==> src/sv/header_name_table_match_unit_macros.svh <==
// assertion macros for the header name table match unit
// used by the top level only; expects a clock and an active-low reset argument
`ifndef HEADER_NAME_TABLE_MATCH_UNIT_MACROS_SVH
`define HEADER_NAME_TABLE_MATCH_UNIT_MACROS_SVH

// same-cycle implication
`define HNTM_ASSERT_IMP(lbl, clk, rst_n, ante, cons, msg) \
  lbl: assert property (@(posedge clk) disable iff (!rst_n) (ante) |-> (cons)) \
    else $error(msg);

// next-cycle implication
`define HNTM_ASSERT_NXT(lbl, clk, rst_n, ante, cons, msg) \
  lbl: assert property (@(posedge clk) disable iff (!rst_n) (ante) |=> (cons)) \
    else $error(msg);

`endif

==> src/sv/hntm_ram.sv <==
// generic single-write, single-read ram with registered read data
// no dependencies
module hntm_ram #(
  parameter int unsigned WIDTH = 8,
  parameter int unsigned DEPTH = 64
) (
  input  logic                     clk_i,
  input  logic                     we_i,
  input  logic [$clog2(DEPTH)-1:0] waddr_i,
  input  logic [WIDTH-1:0]         wdata_i,
  input  logic [$clog2(DEPTH)-1:0] raddr_i,
  output logic [WIDTH-1:0]         rdata_o
);

  logic [WIDTH-1:0] mem_q [DEPTH];
  logic [WIDTH-1:0] rdata_q;

  // write port and registered read port
  always_ff @(posedge clk_i) begin
    if (we_i) begin
      mem_q[waddr_i] <= wdata_i;
    end
    rdata_q <= mem_q[raddr_i];
  end

  assign rdata_o = rdata_q;

endmodule

==> config.mk <==
export PLATFORM = sky130hd
export DESIGN_NAME = hntm_ram
export DESIGN_NICKNAME = d
export VERILOG_FILES = /design/src/sv/header_name_table_match_unit_macros.svh /design/src/sv/hntm_ram.sv
export SDC_FILE = /design/constraint.sdc
export NUM_CORES = 1
export LEC_CHECK = 0
export ABC_AREA = 1
export BUFFER_PORTS_ARGS = -buffer_cell sky130_fd_sc_hd__buf_2
export CORE_AREA = 2 2 178 311
export DETAILED_ROUTE_END_ITERATION = 6
export DIE_AREA = 0 0 180 313
export MAX_ROUTING_LAYER = met4
export SLEW_MARGIN = 20
export SYNTH_ARGS = -nofsm -noshare
export SYNTH_HDL_FRONTEND = slang
export SYNTH_SLANG_ARGS = --single-unit
==> constraint.sdc <==
create_clock -name clk_i -period 2.7 [get_ports clk_i]
set_clock_uncertainty 0.1 [all_clocks]
set_input_delay 0.54 -clock clk_i [delete_from_list [all_inputs] [get_ports clk_i]]
set_output_delay 0.54 -clock clk_i [all_outputs]
set_load 0.02 [all_outputs]
Yosys cells after proc, flatten, opt, wreduce, memory -nomap -nowiden
Memories as Yosys holds them, arrays and structs flattened. A register that Yosys moved wholly into a read port is not among the register bits. Cells that the tools add are included.

RAM bits: 512. Memories kept: 1. Register bits: 0. Output and inout port bits: 8. Bits of input ports: 22. Word-level logic and storage cells: 3.

Memories: mem_q (depth 64, bits a word 8, rd ports 1, clocked after memory_dff 1, wr ports 1, RTL line hntm_ram.sv:15) `logic [WIDTH-1:0] mem_q [DEPTH];`.

Muxes and demuxes: 2.

Operators with widths (number): 1-bit two-way mux (2).

Depth between registers and ports, before layout
Depth in word-level cells: 2. Depth in mapped cells: 12. Gate-level depth less buffers: 9.

Worst setup path after synthesis
No wires, ideal clock.

Path kind: input to register. From: input port we_i. To: memory mem_q[48][0] (enable). Data required time: 2205 ps. Arrival time: 1911 ps. Path buffers: 1. Setup time: 395 ps. Path slack: 294 ps. Stages: 3. Cells stage by stage: clkbuf_1 -> nand4_1 -> nor4_1.

Cells in the longest elaborated chain, start to end: 2.

RTL lines: start, declared (RTL line hntm_ram.sv:8) `input logic we_i,`; 1-bit two-way mux (RTL line hntm_ram.sv:20) `if (we_i) begin`; 1-bit two-way mux (implied by the code) (RTL line hntm_ram.sv:21) `mem_q[waddr_i] <= wdata_i;`; end, declared (RTL line hntm_ram.sv:15).

No other way between the ends.

==> flow_metrics.py <==
metrics = {
    "run_status": {
        "outcome": "complete, no violations",
    },
    "clocking": {
        "post_cts_resized": 0,
        "cts_setup_buffers": 0,
        "path_clk_slew_ns": 0.07,
        "cts_tree": "built",
        "cts_max_path_buffers": 3,
        "clk_latency_ns": 0.56,
        "cts_hold_buffers": 0,
        "h-tree-depth": 2,
        "cts_buffers": 44,
        "root_buffer": "clkbuf_16",
        "numClockSinks": 520,
    },
    "synthesis": {
        "ys.flop_type": "edfxtp_1",
        "synth_seq_cells": 520,
        "postSynthAreaPerCell_um2": 11.82,
        "postSynth.asyncResetShare_pct": 0,
        "synth_area_um2": 21340,
        "synthTopCellsByArea": "edfxtp_1 72%, nand2_1 11%, nand3_1 10%",
        "synthCells": 1805,
        "synth_top_area_share_pct": 72.05,
        "syn_nets": 1827,
        "ys_seq_area_share_pct": 72.80,
        "yosysMostFrequentCell": "nand2_1",
        "synth-edff-count": 512,
        "ys.warnings.count": 0,
        "synth_top_cell_by_area": "edfxtp_1",
        "synth_common_cells": "648 x nand2_1, 512 x edfxtp_1, 439 x nand3_1",
        "synth_cell_types": 16,
    },
    "sta": {
        "setup_ws_ns": 0.7605,
        "slew_violations": 0,
        "fmax_mhz": 515.6,
        "whs_ns": 0.2779,
        "tns_ns": 0,
        "slew_headroom_pct": 50.24,
        "rsz0062_at_grt": "no",
        "finalHoldViolations": 0,
        "setup_viol": 0,
        "tightest_slew_ns": 0.7464,
        "fin_crit_sh_pct": 71.83,
        "period_needed_ns": 1.940,
    },
    "power": {
        "switching_share_pct": 22.50,
        "power.leakage_nw": 8.703,
        "p_per_area_nw_per_um2": 674.9,
        "p_sw_mw": 3.650,
        "pwr-share-comb_pct": 7.0,
        "pwr-share-seq_pct": 55.2,
        "power.share.clock_pct": 37.8,
        "ir_drop_v": 0.0003801,
        "p_int_mw": 12.57,
    },
    "critical_path": {
        "r2r_cells": 8,
        "end_kind": "flip-flop",
        "cp.required_ns": 3.09,
        "worstPathMaxFanout": 54,
        "cp.arrival_ns": 2.33,
        "worstSetupStartpointType": "primary input",
        "path_class": "in2reg",
    },
    "run": {
        "drv_cap": 0,
    },
    "finish": {
        "post-route-util_pct": 44.61,
        "area_growth_syn_to_layout_pct": 12.62,
        "fin_nets": 1904,
        "drive_gt1_share_pct": 10.61,
    },
    "grt": {
        "grt_max_degree": 114,
        "antenna_found_initial": 5,
        "grt_pass1_vias": 14020,
        "grt_pass1_wl_um": 86250,
        "overflow": 0,
        "gr-usage-met2_pct": 37.44,
        "use_met1_pct": 23.10,
        "grt-busiest-layer": "met2",
        "grt_use_met3_pct": 2.196,
        "groute.usage.overall_pct": 20.80,
    },
    "place": {
        "post-place-ws_ns": 0.2476,
        "dp_hpwl_um": 35940,
        "gp_routability_congestion": 0.8327,
        "port_buffers": 29,
    },
    "die": {
        "fp-row-count": 113,
        "die_h_um": 313,
        "coreArea_um2": 53870,
        "fp.dieArea_um2": 56340,
        "initial_core_util_pct": 39.61,
        "die_x_um": 180,
        "io_pins": 30,
    },
    "drt": {
        "dr.first_iter.drc_count": 1423,
        "postRouteWirelength_um": 57000,
        "drt_pass1_iterations": 5,
        "drc": 0,
        "avgRoutedWirePerCell_um": 21.85,
        "via_per_inst": 5.341,
        "num_vias": 13930,
        "ant_nets": 0,
    },
    "worst_hold_path": {
        "hold_path_class": "in2reg",
        "holdPathStages": 3,
    },
}
-- worst max-delay path, stage by stage --
cell	delay, ns
buf_6	0.15
inv_6	0.25
buf_12	0.29
nand2_1	0.08
nand3_1	0.08
nand3_1	0.17
nand2_1	0.12
nand2_1	0.06
nand3_1	0.14
nand3_1	0.26
nand2_1	0.12
-- through the flow --
step | power [mW] | cell area [µm²] | instances
3_5_place_dp | 10.27 | 22680 | 2526
3_3_place_gp | 10.26 | 22680 | 2526
4_1_cts | 16.31 | 24020 | 2603
2_1_floorplan | 9.768 | 21340 | 1805
6_report | 16.22 | 24030 | 2608
5_1_grt | 16.69 | 24030 | 2608
-- final cells by class --
type	count	area, µm²
Sequential cell	520	15530
Clock inverter	22	180.2
Inverter	12	52.55
Timing Repair Buffer	144	1280
Fill cell	4823	29830
Tap cell	690	863.3
Multi-Input combinational cell	1160	4946
Clock buffer	55	1164
Antenna cell	5	12.51
-- power groups by stage --
| stage | combinational, mW | clock (mW) | sequential, mW |
|---|---|---|---|
| 5_1_grt | 1.23 | 6.51 | 8.96 |
| 3_3_place_gp | 1.13 | 0 | 9.13 |
| 6_report | 1.13 | 6.13 | 8.96 |
| 2_1_floorplan | 0.628 | 0 | 9.14 |
| 3_5_place_dp | 1.14 | 0 | 9.13 |
| 4_1_cts | 1.14 | 6.22 | 8.96 |
-- cells by family (layout without fill, tap and decap cells) --
| kind of cell | Yosys count | in the layout | share of synthesized area (%) |
|---|---|---|---|
| DFF | 520 | 520 | 72.80 |
| and+or+nand+nor | 1160 | 1160 | 23.18 |
| buffers and inverters | 125 | 233 | 4.022 |
| other | 0 | 5 | 0 |
-- worst paths after layout --
| check | from | endpoint | slack, ns |
|---|---|---|---|
| min | raddr_i[5] | rdata_o[7] | 0.28 |
| min reg2reg | mem_q[13][6] | rdata_o[6] | 0.72 |
| max | raddr_i[0] | rdata_o[6] | 0.76 |
| max reg2reg | mem_q[55][6] | rdata_o[6] | 1.14 |
-- state kept, by name (all words and copies together), names as in the netlist --
| name | cells |
|---|---|
| mem_q | 512 |
| rdata_o | 8 |
-- routing by layer --
layer	up-vias	wire length, µm
met3	123	2846
li1	6486	-
met4	0	2645
met5	-	0
met1	6910	20790
met2	410	30720
-- layout by cell type, fill, tap and decap left out --
master | Yosys | final
buf_12 | 0 | 21
nand4_1 | 9 | 9
inv_2 | 1 | 1
clkinv_2 | 0 | 5
bufinv_16 | 0 | 3
nand2_1 | 648 | 648
buf_2 | 37 | 27
inv_1 | 10 | 9
clkinv_1 | 0 | 11
inv_4 | 0 | 1
nor4_1 | 8 | 8
nand3_1 | 439 | 439
edfxtp_1 | 512 | 512
buf_4 | 14 | 95
dfxtp_1 | 8 | 8
clkinvlp_4 | 0 | 2
clkinv_4 | 0 | 1
buf_6 | 35 | 1
clkbuf_16 | 0 | 45
nor2_1 | 56 | 56
inv_6 | 1 | 1
clkbuf_1 | 15 | 10
diode_2 | 0 | 5
Power figures use the tool's default switching activity.
