## config.mk

```make
export PLATFORM = sky130hd
export DESIGN_NAME = hntm_sweep
export DESIGN_NICKNAME = d
export VERILOG_FILES = /design/src/sv/header_name_table_match_unit_macros.svh /design/src/sv/hntm_pkg.sv /design/src/sv/hntm_sweep.sv
export SDC_FILE = /design/constraint.sdc
export NUM_CORES = 1
export LEC_CHECK = 0
export ABC_AREA = 1
export BUFFER_PORTS_ARGS = -buffer_cell sky130_fd_sc_hd__buf_2
export CAP_MARGIN = 20
export CELL_PAD_IN_SITES_DETAIL_PLACEMENT = 2
export CELL_PAD_IN_SITES_GLOBAL_PLACEMENT = 2
export CORE_MARGIN = 2
export CORE_UTILIZATION = 38
export CTS_CLUSTER_SIZE = 30
export DETAILED_ROUTE_END_ITERATION = 6
export PLACE_DENSITY_LB_ADDON = 0.1
export SYNTH_ARGS = -nofsm -noshare
export SYNTH_HDL_FRONTEND = slang
export SYNTH_SLANG_ARGS = --single-unit
```

## constraint.sdc

```tcl
create_clock -name clk_i -period 5.51 [get_ports clk_i]
set_input_delay 1.102 -clock clk_i [delete_from_list [all_inputs] [get_ports clk_i]]
set_output_delay 1.102 -clock clk_i [all_outputs]
set_load 0.05 [all_outputs]
```

## src/sv/header_name_table_match_unit_macros.svh

```systemverilog
// assertion macros for the header name table match unit
// used by the top level only; expects a clock and an active-low reset argument
`ifndef HEADER_NAME_TABLE_MATCH_UNIT_MACROS_SVH
`define HEADER_NAME_TABLE_MATCH_UNIT_MACROS_SVH

// same-cycle implication
`define HNTM_ASSERT_IMP(lbl, clk, rst_n, ante, cons, msg) \
  lbl: assert property (@(posedge clk) disable iff (!rst_n) (ante) |-> (cons)) \
    else $error(msg);

// next-cycle implication
`define HNTM_ASSERT_NXT(lbl, clk, rst_n, ante, cons, msg) \
  lbl: assert property (@(posedge clk) disable iff (!rst_n) (ante) |=> (cons)) \
    else $error(msg);

`endif

```

## src/sv/hntm_pkg.sv

```systemverilog
// shared types, constants and the case-insensitive byte compare
// no dependencies
package hntm_pkg;

  localparam int unsigned BYTE_W = 8;
  localparam int unsigned SLOT_W = 6;
  localparam int unsigned POS_W  = 5;

  localparam logic [BYTE_W-1:0] CASE_BIT = 8'h20;
  localparam logic [BYTE_W-1:0] LOWER_A  = 8'h61;
  localparam logic [BYTE_W-1:0] LOWER_Z  = 8'h7a;

  localparam logic OP_LOAD  = 1'b0;
  localparam logic OP_QUERY = 1'b1;

  typedef enum logic [1:0] {
    SW_IDLE,
    SW_SCAN,
    SW_DRAIN
  } sweep_state_e;

  // accepted query byte handed to the sweep
  typedef struct packed {
    logic              valid;
    logic [BYTE_W-1:0] name_byte;
    logic              last;
  } query_req_t;

  // sweep status and result
  typedef struct packed {
    logic              busy;
    logic              done;
    logic              hit;
    logic [SLOT_W-1:0] slot;
  } sweep_stat_t;

  // query byte q equals table byte t, ignoring case only where t is a lowercase letter
  function automatic logic byte_eq_ci(input logic [BYTE_W-1:0] q,
                                      input logic [BYTE_W-1:0] t);
    logic flip_eq;
    logic is_lower;
    flip_eq  = ((q ^ CASE_BIT) == t);
    is_lower = (t >= LOWER_A) && (t <= LOWER_Z);
    return (q == t) || (flip_eq && is_lower);
  endfunction

endpackage

```

## src/sv/hntm_sweep.sv

```systemverilog
// per-byte sweep over all table entries: issues ram reads, updates alive mask
// depends on hntm_pkg
module hntm_sweep #(
  parameter int unsigned NUM_ENTRIES = 64,
  parameter int unsigned MAX_LEN     = 32
) (
  input  logic                                    clk_i,
  input  logic                                    rst_ni,
  input  hntm_pkg::query_req_t                    req_i,
  output logic [$clog2(NUM_ENTRIES)-1:0]          rd_entry_o,
  output logic [$clog2(NUM_ENTRIES*MAX_LEN)-1:0]  rd_addr_o,
  input  logic [$clog2(MAX_LEN+1)-1:0]            len_i,
  input  logic [hntm_pkg::BYTE_W-1:0]             byte_i,
  output hntm_pkg::sweep_stat_t                   stat_o
);

  localparam int unsigned EW = $clog2(NUM_ENTRIES);
  localparam int unsigned AW = $clog2(NUM_ENTRIES*MAX_LEN);
  localparam int unsigned LW = $clog2(MAX_LEN+1);
  localparam logic [EW-1:0] LAST_ENTRY = EW'(NUM_ENTRIES-1);
  localparam logic [LW-1:0] POS_SAT    = LW'(MAX_LEN);
  localparam logic [AW-1:0] ROW_STEP   = AW'(MAX_LEN);

  hntm_pkg::sweep_state_e state_q, state_d;

  logic [LW-1:0]                 pos_q, pos_d;
  logic [NUM_ENTRIES-1:0]        alive_q, alive_d;
  logic [EW-1:0]                 iss_q, iss_d;
  logic [AW-1:0]                 addr_q, addr_d;
  logic                          eval_v_q, eval_v_d;
  logic                          eval_last_q, eval_last_d;
  logic [EW-1:0]                 eval_e_q, eval_e_d;
  logic [hntm_pkg::BYTE_W-1:0]   byte_q, byte_d;
  logic                          last_q, last_d;
  logic                          found_q, found_d;
  logic [EW-1:0]                 found_e_q, found_e_d;
  logic                          done_q, done_d;
  logic                          hit_q, hit_d;
  logic [hntm_pkg::SLOT_W-1:0]   slot_q, slot_d;

  logic          keep;
  logic          len_eq;
  logic [LW-1:0] pos_inc;

  // compare of the entry whose read data is back this cycle
  assign pos_inc = pos_q + LW'(1);
  assign keep    = alive_q[eval_e_q] && (pos_q < len_i) &&
                   hntm_pkg::byte_eq_ci(byte_q, byte_i);
  assign len_eq  = (len_i == pos_inc);

  // next state and sweep control
  always_comb begin
    state_d     = state_q;
    pos_d       = pos_q;
    alive_d     = alive_q;
    iss_d       = iss_q;
    addr_d      = addr_q;
    byte_d      = byte_q;
    last_d      = last_q;
    found_d     = found_q;
    found_e_d   = found_e_q;
    done_d      = 1'b0;
    hit_d       = hit_q;
    slot_d      = slot_q;
    eval_v_d    = (state_q == hntm_pkg::SW_SCAN);
    eval_last_d = (state_q == hntm_pkg::SW_SCAN) && (iss_q == LAST_ENTRY);
    eval_e_d    = iss_q;

    case (state_q)
      hntm_pkg::SW_IDLE: begin
        if (req_i.valid) begin
          if (pos_q == POS_SAT) begin
            // overlong name: everything drops out, no compares
            alive_d = '0;
            if (req_i.last) begin
              done_d  = 1'b1;
              hit_d   = 1'b0;
              slot_d  = '0;
              pos_d   = '0;
              alive_d = '1;
            end
          end else begin
            byte_d  = req_i.name_byte;
            last_d  = req_i.last;
            iss_d   = '0;
            addr_d  = AW'(pos_q);
            found_d = 1'b0;
            state_d = hntm_pkg::SW_SCAN;
          end
        end
      end
      hntm_pkg::SW_SCAN: begin
        iss_d  = iss_q + EW'(1);
        addr_d = addr_q + ROW_STEP;
        if (iss_q == LAST_ENTRY) begin
          state_d = hntm_pkg::SW_DRAIN;
        end
      end
      hntm_pkg::SW_DRAIN: begin
        state_d = hntm_pkg::SW_IDLE;
      end
      default: begin
        state_d = hntm_pkg::SW_IDLE;
      end
    endcase

    // alive update and lowest exact-length hit
    if (eval_v_q) begin
      alive_d[eval_e_q] = keep;
      if (last_q && keep && len_eq && !found_q) begin
        found_d   = 1'b1;
        found_e_d = eval_e_q;
      end
      if (eval_last_q) begin
        pos_d = pos_inc;
        if (last_q) begin
          done_d  = 1'b1;
          hit_d   = found_d;
          slot_d  = found_d ? hntm_pkg::SLOT_W'(found_e_d) : '0;
          pos_d   = '0;
          alive_d = '1;
        end
      end
    end
  end

  // state registers
  always_ff @(posedge clk_i or negedge rst_ni) begin
    if (!rst_ni) begin
      state_q     <= hntm_pkg::SW_IDLE;
      pos_q       <= '0;
      alive_q     <= '1;
      iss_q       <= '0;
      addr_q      <= '0;
      eval_v_q    <= 1'b0;
      eval_last_q <= 1'b0;
      found_q     <= 1'b0;
      done_q      <= 1'b0;
    end else begin
      state_q     <= state_d;
      pos_q       <= pos_d;
      alive_q     <= alive_d;
      iss_q       <= iss_d;
      addr_q      <= addr_d;
      eval_v_q    <= eval_v_d;
      eval_last_q <= eval_last_d;
      found_q     <= found_d;
      done_q      <= done_d;
    end
  end

  // payload registers
  always_ff @(posedge clk_i) begin
    eval_e_q  <= eval_e_d;
    byte_q    <= byte_d;
    last_q    <= last_d;
    found_e_q <= found_e_d;
    hit_q     <= hit_d;
    slot_q    <= slot_d;
  end

  assign rd_entry_o  = iss_q;
  assign rd_addr_o   = addr_q;
  assign stat_o.busy = (state_q != hntm_pkg::SW_IDLE);
  assign stat_o.done = done_q;
  assign stat_o.hit  = hit_q;
  assign stat_o.slot = slot_q;

endmodule

```

== After elaboration in Yosys (flattened, before gate mapping) ==
Cells that the tools add are included.

* Bits in registers: 121
* Output and inout port bits: 26
* Bits of input ports: 26
* Word-level logic and storage cells: 109

* Magnitude comparators: 5
* Multiplexer cells: 58
* Equality and inequality tests: 9
* Add/sub/neg operators: 3
* Bitwise logic cells: 2
* Reductions and logical operators: 17

{| class="wikitable"
|+ Operators by type and width
! cell !! count
|-
| $mux W64 || 7
|-
| $mux W6 || 18
|-
| $bwmux W64 || 1
|-
| $mux W1 || 22
|-
| $mux W11 || 2
|-
| $pmux W11 S2 || 1
|-
| $eq A8 B8 Y1 || 2
|-
| $add A6 B1 Y6 const B || 2
|-
| $eq A6 B6 Y1 const B || 2
|-
| $pmux W6 S2 || 1
|-
| $add A11 B6 Y11 const B || 1
|-
| $logic_and A1 B1 Y1 || 9
|-
| $reduce_and A3 Y1 || 3
|-
| $ge A8 B7 Y1 const B || 1
|-
| $le A8 B7 Y1 const B || 1
|-
| $lt A6 B7 Y1 const B || 1
|-
| $bmux W1 S6 || 1
|-
| $demux W1 S6 || 1
|-
| $eq A6 B6 Y1 || 1
|-
| $ge A6 B1 Y1 const B || 1
|-
| $lt A6 B6 Y1 || 1
|-
| $mux W2 || 3
|-
| $ne A2 B2 Y1 const B || 2
|-
| $pmux W2 S2 || 1
|-
| 7 further kinds || 9
|}

== Logic depth before layout (Yosys ltp) ==
Gate-level depths: netlist (run 1).

* Depth in word-level cells: 14
* Mapped depth: 17
* Mapped depth without buffers: 17

== Worst setup path after synthesis (run 1) ==
Ideal clock, no wire load.

* Kind: input to register
* From: in req_i[9] (netlist name)
* To: reg slot_q[0] (netlist name)
* Data arrival time: 2.678 ns
* Setup slack: 2.718 ns
* Required time: 5.397 ns
* Buffers on the path: 0
* Stages on the path: 7
* Path through: inv_1 nor3_1 inv_1 nand2_1 a21oi_4 nand2_1 nand2_1

* Word-level cells in the longest chain between the ends: 8

{| class="wikitable"
|+ RTL lines
! element !! line !! RTL
|-
| start: declaration || hntm_sweep.sv:9 || <nowiki>input hntm_pkg::query_req_t req_i,</nowiki>
|-
| $mux W1 || hntm_sweep.sv:71 || <nowiki>if (req_i.valid) begin</nowiki>
|-
| $mux W1 || hntm_sweep.sv:69 || <nowiki>case (state_q)</nowiki>
|-
| $mux W1 || hntm_sweep.sv:110 || <nowiki>if (last_q && keep && len_eq && !found_q) begin</nowiki>
|-
| $mux W1 || hntm_sweep.sv:108 || <nowiki>if (eval_v_q) begin</nowiki>
|-
| $mux W6 || hntm_sweep.sv:119 || <nowiki>slot_d = found_d ? hntm_pkg::SLOT_W'(found_e_d) : '0;</nowiki>
|-
| $mux W6 || hntm_sweep.sv:116 || <nowiki>if (last_q) begin</nowiki>
|-
| $mux W6 || hntm_sweep.sv:114 || <nowiki>if (eval_last_q) begin</nowiki>
|-
| $mux W6 * || hntm_sweep.sv:108 ||
|-
| via slot_d, one bit || hntm_sweep.sv:39 || <nowiki>logic [hntm_pkg::SLOT_W-1:0] slot_q, slot_d;</nowiki>
|-
| end signal: assignment || hntm_sweep.sv:159 || <nowiki>slot_q <= slot_d;</nowiki>
|-
| end: declaration || hntm_sweep.sv:39 ||
|}

Mark *: on every way through the listed nets, which the timed path passes. The rest lies on a longest branch. The select of a mux whose other input is x is not followed.
A chain may end at the register's enable or synchronous reset.

== Worst setup path after layout (run 1) ==
* From: reg eval_e_q[0]
* To: reg alive_q[63]

* Word-level cells in the longest chain between the ends: 8

{| class="wikitable"
|+ RTL lines
! element !! line !! RTL
|-
| start: declaration || hntm_sweep.sv:32 || <nowiki>logic [EW-1:0] eval_e_q, eval_e_d;</nowiki>
|-
| start signal: assignment || hntm_sweep.sv:154 || <nowiki>eval_e_q <= eval_e_d;</nowiki>
|-
| $lt A6 B7 Y1 (implied by the code) (tied with other cells) || hntm_sweep.sv:109 || <nowiki>alive_d[eval_e_q] = keep;</nowiki>
|-
| $logic_and A1 B1 Y1 (implied by the code) or $mux W1 (tied branches) || hntm_sweep.sv:109, hntm_sweep.sv:47 ||
|-
| $mux W1 (implied by the code) or $logic_and A1 B1 Y1 (tied branches) || hntm_sweep.sv:109, hntm_sweep.sv:47 ||
|-
| $demux W1 S6 or $logic_and A1 B1 Y1 (tied branches) || hntm_sweep.sv:109, hntm_sweep.sv:47 ||
|-
| $bwmux W64 * || hntm_sweep.sv:109 ||
|-
| $mux W64 || hntm_sweep.sv:116 ||
|-
| $mux W64 * || hntm_sweep.sv:114 ||
|-
| $mux W64 * || hntm_sweep.sv:108 ||
|-
| via alive_d[63] || hntm_sweep.sv:27 || <nowiki>logic [NUM_ENTRIES-1:0] alive_q, alive_d;</nowiki>
|-
| end signal: assignment || hntm_sweep.sv:142 || <nowiki>alive_q <= alive_d;</nowiki>
|-
| end: declaration || hntm_sweep.sv:27 ||
|}

Marks and branches as above.

==> results of run 1 <==
[worst register-to-register path: cells and delay by family, from the launching register on]
kind            cells  cell delay, ns
flops               1            0.87
buf+inv             1            0.41
compound gates      3            0.48
simple gates        6            1.19
[power groups by stage]
stage                     logic, mW  registers [mW]  clock network, mW
final                          1.98            1.62               1.11
after CTS                      1.99            1.62               1.13
after global routing           2.22            1.67               1.16
after floorplan                1.28            1.71                  0
after global placement         1.80            1.60                  0
after detailed placement       1.94            1.63                  0
[worst paths after layout]
kind / start / endpoint / slack, ns / cells past startpoint
max: eval_e_q[0] / alive_q[63] / 2.46 / 10
min: rd_entry_o[1] / eval_e_q[1] / 0.44 / 0
max reg2reg: eval_e_q[0] / alive_q[63] / 2.46 / 10
min reg2reg: rd_entry_o[1] / eval_e_q[1] / 0.44 / 0
max in group asynchronous: rst_ni / rd_entry_o[0] / 3.68 / 2
min in group asynchronous: rst_ni / pos_q[3] / 0.65 / 1
[metal layers]
metal,vias to the layer above,global-route usage
met4,0,0.0658
met2,98,0.461
met5,-,0
met3,16,0.0413
met1,3229,0.343
li1,2972,-
[cells by family (layout without fill, tap and decap cells)]
| logic type | Yosys count | count (layout) | synth area share |
|---|---|---|---|
| AO/OA/AOI/OAI | 238 | 238 | 0.181 |
| adder cells (fa/ha/maj) | 10 | 10 | 0.0184 |
| buffers and inverters | 164 | 210 | 0.107 |
| AND/OR/NAND/NOR | 350 | 350 | 0.227 |
| XOR/XNOR | 7 | 7 | 0.00900 |
| flip-flops | 121 | 121 | 0.458 |
[area by class of cell]
type	instances	share of cell area
sequential	121	0.404
tap	225	0.0365
inverter	121	0.0589
clock inverter	9	0.0128
multi-input combinational	605	0.386
clock buffer	23	0.0620
timing repair buffer	57	0.0398
[synth_stat cells, drive strengths merged, types with 5 or more instances]
| cell | number | area, um^2 |
|---|---|---|
| a21oi | 74 | 393 |
| buf | 23 | 200 |
| clkbuf | 20 | 75.1 |
| dfrtp | 29 | 726 |
| dfstp | 64 | 1680 |
| dfxtp | 13 | 260 |
| edfxtp | 15 | 450 |
| ha | 10 | 125 |
| inv | 120 | 450 |
| nand2 | 238 | 908 |
| nand3 | 40 | 213 |
| nand4 | 10 | 62.6 |
| nor2 | 34 | 158 |
| nor3 | 17 | 85.1 |
| nor4 | 9 | 106 |
| o211ai | 5 | 37.5 |
| o21ai | 156 | 781 |
| xor2 | 5 | 43.8 |
[sequential cells by signal, summed over array words and instances, names as in the netlist, 2 cells and up]
name,flops
alive_q,64
rd_addr_o,11
byte_q,8
eval_e_q,6
found_e_q,6
pos_q,6
rd_entry_o,6
slot_q,6
state_q,2
[through the flow]
stage | cells | area (um^2)
detailed placement | 1128 | 7120
global placement | 1128 | 7120
finish | 1161 | 7710
CTS | 1160 | 7700
global route | 1161 | 7710
floorplan | 890 | 6810
==> impl_results.md, run 1 <==
* Status: complete, no violations
* Commonest non-fill, non-tap cell in the layout: nand2_1
* CP Data Arrival Time at 3.38 ns
* Sw Pwr at 2.07 mW
* Initial DRC count at 317
* Internal Pwr Total at roughly 2.6 mW
* Clock Pin Slew Worst Setup and Hold Paths at 0.06 ns
* Fmax at 327 MHz
* Required time worst endpoint at between 5 and 6 ns
* Routability-driven placement congestion ratio at 0.870
* Design Power at 4.70 mW
* Initial antenna violation count at 0
* MaxCap Viol Count at 0
* Synth warnings at 0
* Tcrit/Tclk final at 0.554
* Clock skew at roughly 0.0085 ns
* Period minus WS final at 3.05 ns
* Largest net degree at the start of global routing at 67
* Post-CTS Setup Bufs at 0
* Buf/Inv on CP at 1
* Resized Gates After CTS at 0
* Final WS setup at 2.46 ns
* Pre-CTS setup slack at 1.95 ns
* P per Cell Area at around 600 mW/mm^2
* Fillers at 2,025
* Comb pwr share at 0.421
* Max Transition Viols Final at 0
* Power share of the clock group at 0.235
* Unrepaired setup endpoints after global routing: no
* Via count at ~6,300
* WL met3 at 625 um
* Cell variety after synth at 33
* Crit path launch type: register
* # rows at 48
* Seq/Total Area, Yosys at 0.458
* Vias in the first global route at 7,120
* Worst Hold Class: reg -> reg
* Layout area overhead at 13.2%
* Via density at 5.44
* Multi-input gate area at 0.00297 mm^2
* Commonest non-fill, non-tap cells in the layout: nand2_1 (236), inv_1 (116), o21ai_0 (85), a21oi_1 (72), o21ai_1 (71)
* DR WL/cell at about 20 um
* Boundary pin count at 52
* WL final at 23,300 um
* H-tree depth at 4
* Post-DP HPWL at 15,200 um
* Initial core utilization at 0.391
* Syn_nets at approximately 930
* Root Buffer: clkbuf_16
* Number of synthesized flops with an enable pin at 15
* Final ANT Viol Nets at 0
* Worst Path Class, Setup: reg -> reg
* Met1 wire length at 10,800 um
* Die footprint at 0.0190 mm^2
* Sw frac at 0.440
* Metal2 WL at 11,700 um
* CP peak stage delay at ~0.87 ns
* Clk buf depth at 2
* Worst-Margin Slew at 1.04 ns
* Setup TNS Final at 0 ns
* Top sig layer: met4
* CTS Sinks at 121
* CTS tree: yes
* Max FO, Critical Path at between 60 and 70
* Register area at 0.00312 mm^2
* Syn Area/Cell at 7.65 um^2
* CTS Buf Count at 17
* Core area at 0.0174 mm^2
* Syn Inst Count at slightly below 900
* Hold Fails Final Rpt at 0
* Buffers added on ports at 51
* Crit-path cells: buf_4, nand2_1, o211ai_1, nand2_1, o21ai_1, nand2_1, nor2_2, nand2_4, nand2_4, o21ai_0
* Hold slack at 0.441 ns
* Grt ovf at 0
* Final Util at 0.443
* Final Setup Violations at 0
* CTS Hold Buffers Added at 0
* Pleak at 3.37 nW
* Share of cells above drive strength 1 at 0.187
* Worst setup EP type: register
* Nets@finish at 959
* CP top delay family: simple AND/OR/NAND/NOR gates
* Syn Std Cell Area at 0.00681 mm^2
* Main synth FF type: dfstp_2
* Slew headroom at 0.300
* Pre-antenna DRT Iters at 4
* GRT Overall Usage at 0.264
* Crit path top cell by count: nand2_1
* N_diodes at 0
* Chip Height at 138 um
* CP max-delay cell: dfxtp_1
* Clk_lat worst skew at roughly 0.43 ns
* Asr flop ratio synth at 0.769
* Global-route wire length before repair at 38,300 um
* Chip width at 138 um
* FF+latch count, synth at approximately 120
* DR DRC count at 0
* VDD IR max at 0.284 mV
* Share of total power in sequential cells at 0.344
Power figures use the tool's default switching activity.
==> inputs of run 2 (changes only) <==
--- a/config.mk
+++ b/config.mk
@@ -11,7 +11,7 @@
 export CELL_PAD_IN_SITES_DETAIL_PLACEMENT = 2
 export CELL_PAD_IN_SITES_GLOBAL_PLACEMENT = 2
 export CORE_MARGIN = 2
-export CORE_UTILIZATION = 38
+export CORE_UTILIZATION = 36
 export CTS_CLUSTER_SIZE = 30
 export DETAILED_ROUTE_END_ITERATION = 6
 export PLACE_DENSITY_LB_ADDON = 0.1
==> constraint.sdc (replaced) <==
create_clock -name clk_i -period 3.02 [get_ports clk_i]
set_input_delay 0.604 -clock clk_i [delete_from_list [all_inputs] [get_ports clk_i]]
set_output_delay 0.604 -clock clk_i [all_outputs]
set_load 0.05 [all_outputs]
==> run 2 against run 1 <==
  * First-iteration DRC count down 21%
  * Sequential share of layout area shrank 0.93 points
  * Die area rose by 5.4%
  * Non-clock buffer count increased by 17
  * Sequential power is 79% higher
  * Worst hold slack got worse by 0.23 ns
  * Critical path type unchanged
  * Critical endpoint is now alive_q[1]
  * Largest cell class unchanged
  * Highest routed layer unchanged
==> impl_results.md, run 2 (synthesis gave the netlist of run 1 again) <==
* Status: complete, no violations
* Pleak at 3.46 nW
* Worst Hold Class: in -> async
* # rows at 50
* Unrepaired setup endpoints after global routing: no
* Clk buf depth at 2
* Max FO, Critical Path at 15
* Post-CTS Setup Bufs at 0
* Largest register FFs at 64
* Resized Gates After CTS at 0
* VDD IR max at between 0.4 and 0.5 mV
* Power share of the clock group at 0.232
* Final ANT Viol Nets at 0
* DR WL/cell at 19.9 um
* CP Data Arrival Time at 3.00 ns
* Crit path launch: pos_q[0]
* Nets@finish at 976
* Hold Fails Final Rpt at 0
* Crit path top cell by count: nand2_1
* Commonest non-fill, non-tap cells in the layout: nand2_1 (236), inv_1 (116), o21ai_0 (85), a21oi_1 (72), o21ai_1 (71)
* Buffers added on ports at roughly 50
* Register area at 0.00312 mm^2
* CTS Buf Count at 17
* Worst setup EP type: register
* Dpl cell area at 0.00732 mm^2
* Initial antenna violation count at 0
* CTS Hold Buffers Added at 0
* Root Buffer: clkbuf_16
* Stages on worst setup path at 11
* Period minus WS final at 2.64 ns
* Comb pwr share at 0.433
* Required time worst endpoint at 3.38 ns
* Largest net degree at the start of global routing at 66
* Sw Pwr at 3.82 mW
* Initial DRC count at 249
* CTS tree: yes
* Commonest non-fill, non-tap cell in the layout: nand2_1
* Via density at between 5 and 6
* Slew headroom at 0.419
* P per Cell Area at 1100 mW/mm^2
* CP peak stage delay at 0.51 ns
* Share of total power in sequential cells at 0.335
* Pre-antenna DRT Iters at 4
* Boundary pin count at 52
* CTS Sinks at 121
* Worst Path Class, Setup: reg -> reg
* GRT Overall Usage at 0.246
* Grt ovf at 0
* Fmax at 379 MHz
* N_diodes at 0
* Internal Pwr Total at about 4.8 mW
* Routability-driven placement congestion ratio at approximately 0.79
* Clk_lat worst skew at about 0.43 ns
* Max Transition Viols Final at 0
* Global-route wire length before repair at 38,300 um
* Chip width at 142 um
* DR DRC count at 0
* Fillers at roughly 2,100
* Buf/Inv on CP at 2
* Tcrit/Tclk final at 0.875
* Final Setup Violations at 0
* Clock skew at 0.00780 ns
* MaxCap Viol Count at 0
* Share of cells above drive strength 1 at 0.201
* Worst R2R Start: pos_q[0]
* Worst-case reg-to-reg path depth at 11
* CP top delay family: simple AND/OR/NAND/NOR gates
* Layout area overhead at 15.9%
* Via count at roughly 6,400
* CP max-delay cell: nand2_1
* Sw frac at 0.441
* Post-DP HPWL at 15,700 um
* Crit-path cells: inv_1, ha_1, nand2_1, nor2_1, nand3_1, nor3_2, nand2_1, buf_4, o21ai_0, a21oi_1, o21ai_1
* Chip Height at roughly 140 um
* H-tree depth at 4
* Register with the most flip-flops: alive_q
* Crit path launch type: register
* WL final at 23,600 um
* Worst-Margin Slew at roughly 0.87 ns
* Multi-input gate area at just under 0.003 mm^2
* Initial core utilization at 0.365
* Vias in the first global route at ~7,100
* Setup TNS Final at 0 ns
* Fin area at 0.00789 mm^2
* Die footprint at about 0.02 mm^2
* Clock Pin Slew Worst Setup and Hold Paths at 0.06 ns
* Core area at 0.0186 mm^2
run 2: worst paths after layout:
check | end | slack [ns]
setup / recovery | alive_q[1] | 0.38
hold / removal | rd_addr_o[2] | 0.21
setup reg to reg | alive_q[1] | 0.38
hold reg to reg | eval_e_q[2] | 0.43
max in group asynchronous | alive_q[14] | 1.94
min in group clk_i | byte_q[1] | 0.35
run 2: cell type report:
class,count,area share
clock buffer,20,0.0566
timing repair buffer,74,0.0609
multi-input combinational,605,0.377
sequential,121,0.395
inverter,121,0.0575
tap,234,0.0371
clock inverter,12,0.0160
run 2: stage by stage:
| stage | hold WS [ns] | util | cells | worst slack [ns] | total power [mW] |
|---|---|---|---|---|---|
| global route | 0.259 | 0.423 | 1187 | 0.144 | 9.27 |
| global placement | 0.417 | 0.393 | 1155 | 0.484 | 6.40 |
| floorplan | 0.308 | - | 890 | 0.556 | 5.45 |
| detailed placement | 0.417 | 0.393 | 1155 | 0.391 | 6.65 |
| CTS | 0.231 | 0.423 | 1187 | 0.351 | 8.73 |
| finish | 0.207 | 0.423 | 1187 | 0.378 | 8.66 |
run 2: layer usage:
layer	share of wire	GRT usage	up-vias
met1	0.47	0.329	3266
met3	0.023	0.0402	25
met5	0	0	-
met2	0.49	0.416	74
met4	0.014	0.0658	0
li1	-	-	3004
run 2: power groups by stage:
stage / sequential, mW / clock (mW) / combinational (mW)
after CTS: 2.91 / 2.05 / 3.78
after floorplan: 3.12 / 0 / 2.34
final: 2.90 / 2.01 / 3.75
after detailed placement: 2.93 / 0 / 3.71
after global placement: 2.89 / 0 / 3.51
after global routing: 2.98 / 2.12 / 4.17
run 2: worst reg2reg max path: cells and delay by family, from the launching register on:
family,cells,cell delay (ns)
flip-flops,1,0.41
adder cells (fa/ha/maj),1,0.17
AO/OA/AOI/OAI,3,0.31
AND/OR/NAND/NOR,5,1.10
buffers and inverters,2,0.57
==> inputs of run 3 (changes only) <==
--- a/config.mk
+++ b/config.mk
@@ -14,7 +14,7 @@
 export CORE_UTILIZATION = 36
 export CTS_CLUSTER_SIZE = 30
 export DETAILED_ROUTE_END_ITERATION = 6
-export PLACE_DENSITY_LB_ADDON = 0.1
+export PLACE_DENSITY = 0.92
 export SYNTH_ARGS = -nofsm -noshare
 export SYNTH_HDL_FRONTEND = slang
 export SYNTH_SLANG_ARGS = --single-unit
==> run 3 against run 2 <==
  * First-iteration DRC count increased by 92%
  * Fmax decreased by 6.2%
  * Sequential share of layout area decreased by 0.21 points
  * Final cell count increased by 0.17%
  * Core utilization increased by 0.23 points
  * Register-to-register slack got worse by 0.17 ns
  * Critical endpoint is now alive_q[3]
==> impl_results.md, run 3 (synthesis gave the netlist of run 1 again) <==
* Status: complete, no violations
* Via density at about 5.7
* # rows at 50
* Period minus WS final at 2.82 ns
* CTS tree: yes
* Hold Fails Final Rpt at 0
* Unrepaired setup endpoints after global routing: no
* Clock Pin Slew Worst Setup and Hold Paths at approximately 0.06 ns
* Pleak at 3.48 nW
* Root Buffer: clkbuf_16
* Buffers added on ports at 51
* Register with the most flip-flops: alive_q
* Crit path launch type: register
* Worst setup EP type: register
* Final Setup Violations at 0
* Final Util at 0.426
* Final ANT Viol Nets at 0
* Initial DRC count at 477
* GRT Overall Usage at 0.308
* Pre-antenna DRT Iters at 4
* N_diodes at 0
* Design Power at 9.37 mW
* Vias in the first global route at 7,700
* Global-route wire length before repair at 46,400 um
* Worst-Margin Slew at 1.03 ns
* Via count at roughly 6,800
* Resized Gates After CTS at 0
* Dpl cell area at 0.00732 mm^2
* Routability-driven placement congestion ratio at 0.780
* Setup TNS Final at 0 ns
* MaxCap Viol Count at 0
* Fin area at 0.00794 mm^2
* CTS Sinks at around 120
* VDD IR max at between 0.5 and 0.6 mV
* CTS Buf Count at 17
* Nets@finish at 978
* CTS Hold Buffers Added at 0
* Post-DP HPWL at approximately 18,000 um
* Fmax at 355 MHz
* Clock skew at ~0.014 ns
* Share of cells above drive strength 1 at 0.203
* Layout area overhead at 16.5%
* Clk_lat worst skew at roughly 0.45 ns
* Clk buf depth at 2
* Post-CTS Setup Bufs at 0
* Required time worst endpoint at 3.33 ns
* Initial core utilization at 0.365
* Grt ovf at 0
* Tcrit/Tclk final at 0.932
* DR WL/cell at around 25 um
* Initial antenna violation count at 0
* Max FO, Critical Path at 64
* Chip width at roughly 140 um
* Largest register FFs at 64
* Slew headroom at 0.313
* Commonest non-fill, non-tap cell in the layout: nand2_1
* Core area at 0.0186 mm^2
* Commonest non-fill, non-tap cells in the layout: nand2_1 (235), inv_1 (116), o21ai_0 (85), a21oi_1 (72), o21ai_1 (71)
* Max Transition Viols Final at 0
* WL final at 30,000 um
* Boundary pin count at 52
* Die footprint at 0.0200 mm^2
* H-tree depth at 4
* Largest net degree at the start of global routing at 66
* Hold slack at 0.142 ns
* CP Data Arrival Time at 3.13 ns
* DR DRC count at 0
* Worst Path Class, Setup: reg -> reg
* P per Cell Area at 1180 mW/mm^2
* Worst Hold Class: in -> async
* Chip Height at between 100 and 150 um
-- run 3: report_power, final --
group | switching [mW] | internal, mW
registers | 0.504 | 2.52
logic | 3.00 | 1.12
clock network | 0.849 | 1.37
total | 4.35 | 5.02
-- run 3: per-stage QoR --
stage          worst slack, ns  instances
3_5_place_dp             0.226       1157
5_1_grt                  0.107       1189
6_report                 0.204       1189
4_1_cts                  0.273       1189
2_1_floorplan            0.556        890
3_3_place_gp             0.506       1157
-- run 3: area by class of cell --
cell class,instances,area (um^2)
multi-input cells,605,2980
well taps,234,293
clock buffers,19,433
flip-flops and latches,121,3120
inverters,121,454
fillers,2100,10700
repair buffers,76,483
clock inverters,13,178
-- run 3: critical path, stage by stage, from the launching register on --
cell,delay [ns]
dfxtp_1,0.36
inv_2,0.09
buf_4,0.28
nand2_1,0.11
nand3_1,0.14
nand2_1,0.15
o21ai_1,0.20
nand2_1,0.09
nor2_2,0.17
nand2_4,0.12
nand2_4,0.07
buf_4,0.63
o21ai_1,0.27
-- run 3: layer usage --
metal | vias up | wire length [um] | global-route usage | part of all wire
met5 | - | 0 | 0 | 0
met4 | 0 | 1250 | 0.148 | 0.042
met3 | 85 | 1180 | 0.0530 | 0.039
met2 | 209 | 15000 | 0.528 | 0.50
met1 | 3516 | 12500 | 0.377 | 0.42
li1 | 3009 | - | - | -
-- run 3: worst paths after layout --
path / cells past startpoint / start / slack [ns] / end
worst max-delay path: 12 / eval_e_q[0] / 0.20 / alive_q[3]
worst min register to register: 2 / slot_q[2] / 0.45 / slot_q[2]
max in group asynchronous: 2 / rst_ni / 2.03 / alive_q[47]
worst min-delay path: 1 / rst_ni / 0.14 / rd_addr_o[9]
min in group clk_i: 1 / req_i[3] / 0.33 / byte_q[2]
worst max register to register: 12 / eval_e_q[0] / 0.20 / alive_q[3]
